===== config.mk =====
export PLATFORM = sky130hd
export DESIGN_NAME = score_lcd_write_sequencer
export DESIGN_NICKNAME = d
export VERILOG_FILES = /design/src/hw/rtl/slcd_pkg.sv /design/src/hw/rtl/slcd_digits.sv /design/src/hw/rtl/slcd_seq.sv /design/src/hw/rtl/score_lcd_write_sequencer.sv
export SDC_FILE = /design/constraint.sdc
export NUM_CORES = 1
export LEC_CHECK = 0
export BUFFER_PORTS_ARGS = -buffer_cell sky130_fd_sc_hd__buf_2
export CORE_MARGIN = 3
export CORE_UTILIZATION = 65
export DETAILED_ROUTE_END_ITERATION = 10
export PLACE_DENSITY = 0.83
export SETUP_SLACK_MARGIN = 0.3
export SYNTH_ARGS = -nofsm -noshare
export SYNTH_HDL_FRONTEND = slang
export SYNTH_SLANG_ARGS = --single-unit
export TNS_END_PERCENT = 50

===== constraint.sdc =====
create_clock -name clk -period 12.4 [get_ports clk]
set_input_delay 2.48 -clock clk [delete_from_list [all_inputs] [get_ports clk]]
set_output_delay 2.48 -clock clk [all_outputs]
set_load 0.01 [all_outputs]

===== src/hw/rtl/slcd_pkg.sv =====
`timescale 1ns / 1ps
package slcd_pkg;

	localparam int unsigned VALUE_W   = 20;
	localparam int unsigned DIGITS    = 6;
	localparam int unsigned DIGIT_W   = 4;
	localparam int unsigned INIT_LEN  = 9;
	localparam int unsigned ROW1_LEN  = 6;
	localparam int unsigned ROW2_LEN  = 10;

	localparam logic [VALUE_W-1:0] MAX_VALUE = 20'd999999;

	localparam logic [7:0] CMD_ROW2   = 8'h80 | 8'h40;
	localparam logic [7:0] ASCII_ZERO = 8'h30;

	localparam logic RS_CMD  = 1'b0;
	localparam logic RS_DATA = 1'b1;

	localparam logic [7:0] INIT_CMD [INIT_LEN] = '{
		8'h30, 8'h30, 8'h30, 8'h38, 8'h08, 8'h01, 8'h06, 8'h0c, 8'h02
	};
	localparam logic INIT_LONG [INIT_LEN] = '{
		1'b1, 1'b0, 1'b0, 1'b0, 1'b0, 1'b1, 1'b1, 1'b0, 1'b1
	};
	localparam logic [7:0] ROW1_TEXT [ROW1_LEN] = '{
		"S", "c", "o", "r", "e", ":"
	};
	localparam logic [7:0] ROW2_TEXT [ROW2_LEN] = '{
		"H", "i", "g", "h", "S", "c", "o", "r", "e", ":"
	};
	localparam logic [VALUE_W-1:0] PLACE [DIGITS] = '{
		20'd100000, 20'd10000, 20'd1000, 20'd100, 20'd10, 20'd1
	};

	typedef struct packed {
		logic [VALUE_W-1:0] score;
		logic [VALUE_W-1:0] high_score;
	} req_t;

	typedef enum logic [2:0] {
		PH_INIT,
		PH_TXT1,
		PH_NUM1,
		PH_MOVE,
		PH_TXT2,
		PH_NUM2
	} phase_t;

	function automatic logic [VALUE_W-1:0] saturate(input logic [VALUE_W-1:0] v);
		return (v > MAX_VALUE) ? MAX_VALUE : v;
	endfunction

	// index of the first nonzero digit, digit 0 being the most significant;
	// the ones digit is always shown
	function automatic logic [2:0] first_shown(input logic [DIGITS*DIGIT_W-1:0] digs);
		logic [2:0] idx;
		idx = 3'(DIGITS - 1);
		for (int k = DIGITS - 1; k >= 0; k--) begin
			if (digs[k*DIGIT_W +: DIGIT_W] != '0) begin
				idx = 3'(k);
			end
		end
		return idx;
	endfunction

endpackage


===== src/hw/rtl/slcd_digits.sv =====
`timescale 1ns / 1ps
// Decimal digit extraction, one digit per cycle: score digits first,
// then high score digits.
module slcd_digits (
	input  logic                   clk,
	input  logic                   arst_n,
	input  logic                   start,
	input  slcd_pkg::req_t         req,
	output logic [2*slcd_pkg::DIGITS*slcd_pkg::DIGIT_W-1:0] digits
);
	import slcd_pkg::*;

	localparam int unsigned STEPS = 2 * DIGITS;

	logic               active_q;
	logic [3:0]         step_q;
	logic [2:0]         place_idx;
	logic [VALUE_W-1:0] rem_q;
	logic [VALUE_W-1:0] hi_q;
	logic [VALUE_W-1:0] place;
	logic [VALUE_W-1:0] mult [10];
	logic [DIGIT_W-1:0] dig;
	logic [VALUE_W-1:0] sub;
	logic [DIGIT_W-1:0] digits_q [STEPS];

	assign place_idx = (step_q < 4'(DIGITS)) ? step_q[2:0] : 3'(step_q - 4'(DIGITS));
	assign place     = PLACE[place_idx];

	// largest multiple of the place value that fits
	always_comb begin
		dig = '0;
		sub = '0;
		for (int j = 0; j < 10; j++) begin
			mult[j] = VALUE_W'(place * VALUE_W'(j));
		end
		for (int j = 1; j < 10; j++) begin
			if (rem_q >= mult[j]) begin
				dig = DIGIT_W'(j);
				sub = mult[j];
			end
		end
	end

	always_ff @(posedge clk or negedge arst_n) begin
		if (!arst_n) begin
			active_q <= 1'b0;
			step_q   <= '0;
		end else if (start) begin
			active_q <= 1'b1;
			step_q   <= '0;
		end else if (active_q) begin
			step_q <= step_q + 4'd1;
			if (step_q == 4'(STEPS - 1)) begin
				active_q <= 1'b0;
			end
		end
	end

	always_ff @(posedge clk) begin
		if (start) begin
			rem_q <= saturate(req.score);
			hi_q  <= saturate(req.high_score);
		end else if (active_q) begin
			rem_q <= (step_q == 4'(DIGITS - 1)) ? hi_q : rem_q - sub;
			digits_q[step_q] <= dig;
		end
	end

	always_comb begin
		for (int i = 0; i < STEPS; i++) begin
			digits[i*DIGIT_W +: DIGIT_W] = digits_q[i];
		end
	end

endmodule


===== src/hw/rtl/slcd_seq.sv =====
`timescale 1ns / 1ps
// Write sequencer with the output register.
module slcd_seq (
	input  logic       clk,
	input  logic       arst_n,
	input  logic       start,
	input  logic [2*slcd_pkg::DIGITS*slcd_pkg::DIGIT_W-1:0] digits,
	output logic       busy,
	output logic       out_valid,
	input  logic       out_ready,
	output logic       out_rs,
	output logic [7:0] out_byte,
	output logic       out_long,
	output logic       out_last
);
	import slcd_pkg::*;

	localparam int unsigned NUM_W = DIGITS * DIGIT_W;

	phase_t     phase_q, phase_d;
	logic [3:0] cnt_q, cnt_d;
	logic       busy_q, busy_d;
	logic       fire;
	logic       wr_rs, wr_long, wr_last;
	logic [7:0] wr_byte;
	logic [NUM_W-1:0] digs1, digs2;

	logic       valid_q;
	logic       rs_q, long_q, last_q;
	logic [7:0] byte_q;

	assign digs1 = digits[NUM_W-1:0];
	assign digs2 = digits[2*NUM_W-1:NUM_W];
	assign fire  = busy_q && (!valid_q || out_ready);

	always_comb begin
		phase_d = phase_q;
		cnt_d   = cnt_q + 4'd1;
		busy_d  = busy_q;
		wr_rs   = RS_DATA;
		wr_byte = '0;
		wr_long = 1'b0;
		wr_last = 1'b0;
		unique case (phase_q)
			PH_INIT: begin
				wr_rs   = RS_CMD;
				wr_byte = INIT_CMD[cnt_q];
				wr_long = INIT_LONG[cnt_q];
				if (cnt_q == 4'(INIT_LEN - 1)) begin
					phase_d = PH_TXT1;
					cnt_d   = '0;
				end
			end
			PH_TXT1: begin
				wr_byte = ROW1_TEXT[cnt_q[2:0]];
				if (cnt_q == 4'(ROW1_LEN - 1)) begin
					phase_d = PH_NUM1;
					cnt_d   = {1'b0, first_shown(digs1)};
				end
			end
			PH_NUM1: begin
				wr_byte = ASCII_ZERO + 8'(digs1[cnt_q[2:0]*DIGIT_W +: DIGIT_W]);
				if (cnt_q == 4'(DIGITS - 1)) begin
					phase_d = PH_MOVE;
				end
			end
			PH_MOVE: begin
				wr_rs   = RS_CMD;
				wr_byte = CMD_ROW2;
				phase_d = PH_TXT2;
				cnt_d   = '0;
			end
			PH_TXT2: begin
				wr_byte = ROW2_TEXT[cnt_q];
				if (cnt_q == 4'(ROW2_LEN - 1)) begin
					phase_d = PH_NUM2;
					cnt_d   = {1'b0, first_shown(digs2)};
				end
			end
			PH_NUM2: begin
				wr_byte = ASCII_ZERO + 8'(digs2[cnt_q[2:0]*DIGIT_W +: DIGIT_W]);
				if (cnt_q == 4'(DIGITS - 1)) begin
					wr_last = 1'b1;
					busy_d  = 1'b0;
				end
			end
			default: begin
				busy_d = 1'b0;
			end
		endcase
	end

	always_ff @(posedge clk or negedge arst_n) begin
		if (!arst_n) begin
			busy_q  <= 1'b0;
			phase_q <= PH_INIT;
			cnt_q   <= '0;
			valid_q <= 1'b0;
		end else begin
			if (start) begin
				busy_q  <= 1'b1;
				phase_q <= PH_INIT;
				cnt_q   <= '0;
			end else if (fire) begin
				busy_q  <= busy_d;
				phase_q <= phase_d;
				cnt_q   <= cnt_d;
			end
			if (fire) begin
				valid_q <= 1'b1;
			end else if (out_ready) begin
				valid_q <= 1'b0;
			end
		end
	end

	always_ff @(posedge clk) begin
		if (fire) begin
			rs_q   <= wr_rs;
			byte_q <= wr_byte;
			long_q <= wr_long;
			last_q <= wr_last;
		end
	end

	assign busy      = busy_q;
	assign out_valid = valid_q;
	assign out_rs    = rs_q;
	assign out_byte  = byte_q;
	assign out_long  = long_q;
	assign out_last  = last_q;

endmodule


===== src/hw/rtl/score_lcd_write_sequencer.sv =====
`timescale 1ns / 1ps
// Character LCD write sequencer for a score display.
// Input stream (s_axis): one request carries a score and a high score.
// Output stream (m_axis): one LCD bus write per transfer: the nine-command
// 8-bit init, "Score:" and the score, a move to row two, "HighScore:" and
// the high score. Leading zeros are blanked; values over 999999 saturate.
// tuser is register select (0 = command, 1 = character), tdata[8] the
// long-wait class, tlast marks the final write of the run.
// A request sits in an input register until the sequencer is free, so the
// next request is taken while the current run is still going out.
// A request starts from the input register once the sequencer is idle, and
// its first write goes out through the output register. A run is 28 to 38
// writes, one per cycle while tready stays high. The write counter steps
// through each run, and the one-digit-per-cycle decimal converter is hidden
// behind the init commands and the row-one text.
// When the receiver stalls, the write in the output register holds and the
// sequencer waits. Reset empties the input and output registers and
// returns the sequencer to idle.
module score_lcd_write_sequencer (
	input  logic        clk,
	input  logic        arst_n,
	input  logic        s_axis_tvalid,
	output logic        s_axis_tready,
	input  logic [39:0] s_axis_tdata,   // score[19:0], high_score[39:20]
	output logic        m_axis_tvalid,
	input  logic        m_axis_tready,
	output logic [15:0] m_axis_tdata,   // data_byte[7:0], long_wait[8], zero[15:9]
	output logic        m_axis_tuser,   // register_select[0]
	output logic        m_axis_tlast
);
	import slcd_pkg::*;

	logic  req_valid_q;
	req_t  req_q;
	logic  busy;
	logic  start;
	logic  out_rs, out_long;
	logic [7:0] out_byte;
	logic [2*DIGITS*DIGIT_W-1:0] digits;

	assign s_axis_tready = !req_valid_q;
	assign start         = req_valid_q && !busy;

	always_ff @(posedge clk or negedge arst_n) begin
		if (!arst_n) begin
			req_valid_q <= 1'b0;
		end else if (s_axis_tvalid && s_axis_tready) begin
			req_valid_q <= 1'b1;
		end else if (start) begin
			req_valid_q <= 1'b0;
		end
	end

	always_ff @(posedge clk) begin
		if (s_axis_tvalid && s_axis_tready) begin
			req_q.score      <= s_axis_tdata[19:0];
			req_q.high_score <= s_axis_tdata[39:20];
		end
	end

	slcd_digits u_digits (
		.clk    (clk),
		.arst_n (arst_n),
		.start  (start),
		.req    (req_q),
		.digits (digits)
	);

	slcd_seq u_seq (
		.clk       (clk),
		.arst_n    (arst_n),
		.start     (start),
		.digits    (digits),
		.busy      (busy),
		.out_valid (m_axis_tvalid),
		.out_ready (m_axis_tready),
		.out_rs    (out_rs),
		.out_byte  (out_byte),
		.out_long  (out_long),
		.out_last  (m_axis_tlast)
	);

	assign m_axis_tdata = {7'b0, out_long, out_byte};
	assign m_axis_tuser = out_rs;

endmodule

==> out/summary.txt <==
Setup slack of the worst register-to-register path: 1.18 ns
TritonCTS clock tree: built
Worst Path Class, Setup: reg -> reg
FP Rows: 53
Startpoint of the worst register-to-register path: u_digits.step_q[2]
Final cycle utilization of the critical path: 90.5%
Run status: completed
Pin count of the biggest net entering global routing: 42
Total clock buffers created by CTS: 17
Final weighted congestion in routability-driven placement: 1.02
Cts-stage hold buffer count: 0
Endpoint of the worst hold path: u_digits.hi_q[16]
Clk sinks: 154
Final hold violations: 0
Most used standard cell by instance count after synthesis: sky130_fd_sc_hd__ha_1
Rel. slew slack: 16.8%
Clock transition at the registers of the reported paths: 0.07 ns
Synthesis Warnings: 0
Setup repair after global routing missed its margin: no
Fraction of synthesized cell area taken by the top area cell type: 29.6%
Worst clock skew: 0.0158 ns
Overall Global Routing Usage: 33.2%
GRT Max-Usage Layer: met2
Flip-flop and latch count after synthesis: 154
Post-synth top flop: sky130_fd_sc_hd__edfxtp_1
Starting density of the core: 66.6%
Max FO, Critical Path: 24
Largest stage delay, worst path: 0.75 ns
Post-placement cell area: 14600 µm²
Slew Limit Fails: 0
Smallest setup slack after layout: 1.18 ns
CTS root buf: sky130_fd_sc_hd__clkbuf_16
Horizontal extent of the die: 153 µm
Vias in the first global route: 11800
Port-buffer cells: 56
Number of ports placed on the die boundary: 64
Worst-case reg-to-reg path depth: 42
Final #Nets: 1815
Endpoint of the worst register-to-register path: u_digits.rem_q[18]
Clock network latency to the later pin of the worst-skew pair: 0.43 ns
Placed wire-length estimate: 30.2 mm
Total of endpoints with negative setup slack in the final report: 0
Setup tns final: 0 ns
Cell type contributing the most total cell area after synthesis: sky130_fd_sc_hd__edfxtp_1
Starting DRC count in detailed routing: 1403
Share of synthesized area occupied by flip-flops and latches: 32.3%
Worst hold stages: 0
Global-route wire length before repair: 62.4 mm
Count of antenna diodes in the layout: 0
Total standard cell area after synthesis: 14100 µm²
Global-route track usage on met3: 4.33%
Data arrival time of the critical path: 11.40 ns
Share of async-settable or async-resettable flops after synthesis: 9.74%
Slew at the pin with the worst max-slew slack: 1.25 ns
Final routed DRC violation total: 0
Detail-routed net length per standard cell: 21.7 µm
Final WL: 39.9 mm
Post-Place Worst Slack: 1.28 ns
EDFF count, synth: 139
Crit path max-delay cell type: sky130_fd_sc_hd__nor4_1
Number of antenna violations at the first check in global routing: 0
Syn_area_per_cell: 9.31 µm²
Worst path most repeated cell: sky130_fd_sc_hd__o21ai_0
Met2 routing resource usage after global routing: 56.5%
Design Area, Final: 15100 µm²
H-tree Lvls: 4
Detailed-router iteration count before antenna repair: 10
Layout cells sized above 1: 9.53%
Buffer levels on the longest clock path: 2
Achievable Freq: 89.2 MHz
Origin of the worst min-delay path: req_q[16]
Area Growth Syn to Fin: 7.35%
Vertical die dimension: 153 µm
Cells after Synth: 1513
Global routing met1 resource utilization: 42.8%
Max-cap violation count: 0
Required time at the endpoint of the critical path: 12.58 ns
Area of the die: 23500 µm²
Count of cell types in the netlist: 93
Standard cell core area: 21200 µm²
Leading cell types by total area after synthesis: sky130_fd_sc_hd__edfxtp_1 (30%), sky130_fd_sc_hd__ha_1 (19%), sky130_fd_sc_hd__a21oi_1 (4.6%)
Total via count in the routed design: 12300
Worst min path class: reg -> reg
Overflow after GRT: 0
Tmin final: 11.22 ns
Endpoint class of the critical path: flop
Routed Antenna Nets: 0
Crit path launch type: flop
Vias per cell: 6.70
Top cells by instance count after synthesis: sky130_fd_sc_hd__ha_1 (211), sky130_fd_sc_hd__edfxtp_1 (139), sky130_fd_sc_hd__nand2_1 (134)
worst max-delay path, delay by kind of cell, from the launching register on:
| kind | cells | cell delay, ns |
|---|---|---|
| AND/OR/NAND/NOR | 11 | 2.63 |
| AO/OA/AOI/OAI | 20 | 4.57 |
| buffers and inverters | 4 | 1.13 |
| XOR/XNOR | 2 | 0.43 |
| adder cells (fa/ha/maj) | 5 | 1.52 |
| flip-flops | 1 | 0.63 |
worst max path at each step:
stage	startpoint	end
CTS	u_digits.step_q[2]	u_digits.rem_q[18]
global placement	u_digits.step_q[2]	u_digits.rem_q[19]
global route	u_digits.step_q[2]	u_digits.rem_q[18]
finish	u_digits.step_q[2]	u_digits.rem_q[18]
floorplan	u_digits.step_q[3]	u_digits.rem_q[19]
detailed placement	u_digits.step_q[2]	u_digits.rem_q[14]
through the flow:
step	cells	hold WS [ns]	utilization, %
floorplan	1522	0.477	-
global placement	1806	0.429	68.8
detailed placement	1806	0.443	68.8
CTS	1838	0.455	71.4
global route	1838	0.473	71.4
finish	1838	0.453	71.4
per-layer routing:
metal	part of all wire, %	vias to the layer above
met5	0	-
met3	7.0	138
met2	48	617
li1	-	5734
met1	40	5829
met4	4.6	0
sequential cells by signal, summed over array words and instances (netlist names), 3 cells and up:
signal and count:
req_q 40, u_digits.digits_q 48, u_digits.hi_q 20, u_digits.rem_q 20, u_digits.step_q 4, u_seq.cnt_q 4, u_seq.out_byte 8, u_seq.phase_q 3
cells by family after synthesis:
logic type | after synthesis | share of synthesized area [%]
multiplexers | 26 | 2.94
adder cells (fa/ha/maj) | 222 | 20.3
XOR/XNOR | 58 | 3.71
AND/OR/NAND/NOR | 459 | 15.6
AO/OA/AOI/OAI | 456 | 21.0
buffers and inverters | 137 | 4.23
other | 1 | 0.0266
flip-flops | 154 | 32.3
cells in the final DEF (no fill, tap or decap), types with 13 or more instances in the layout:
cell / n
sky130_fd_sc_hd__inv_1: 69
sky130_fd_sc_hd__nand3_1: 26
sky130_fd_sc_hd__a31oi_1: 19
sky130_fd_sc_hd__and2_1: 14
sky130_fd_sc_hd__nor2b_1: 14
sky130_fd_sc_hd__nor2_1: 128
sky130_fd_sc_hd__buf_2: 56
sky130_fd_sc_hd__edfxtp_1: 139
sky130_fd_sc_hd__xor2_1: 19
sky130_fd_sc_hd__clkbuf_16: 17
sky130_fd_sc_hd__a21oi_1: 130
sky130_fd_sc_hd__xnor2_1: 38
sky130_fd_sc_hd__a21o_1: 35
sky130_fd_sc_hd__dfrtp_1: 15
sky130_fd_sc_hd__buf_4: 15
sky130_fd_sc_hd__nand2_1: 134
sky130_fd_sc_hd__ha_1: 211
sky130_fd_sc_hd__nand2b_1: 41
sky130_fd_sc_hd__o21a_1: 13
sky130_fd_sc_hd__nor4_1: 18
sky130_fd_sc_hd__nor3_1: 30
sky130_fd_sc_hd__o21ai_0: 105
sky130_fd_sc_hd__a211oi_1: 13
timing repair:
item                                    4_1_cts  5_1_grt
endpoints found under the setup margin        0        7
setup buffers                                 0        0
endpoints found under the hold margin         0        0
resized for setup                             0        2
final cells by class:
type	instances	area, µm²
clock inverter	14	130
multi-input combinational	1231	8990
fill	1587	6040
clock buffer	18	429
timing repair buffer	71	393
tap	275	344
inverter	75	282
sequential	154	4550
Power is not shown: default switching activity piles up to over one toggle a cycle in this logic, so the estimate is an artifact.
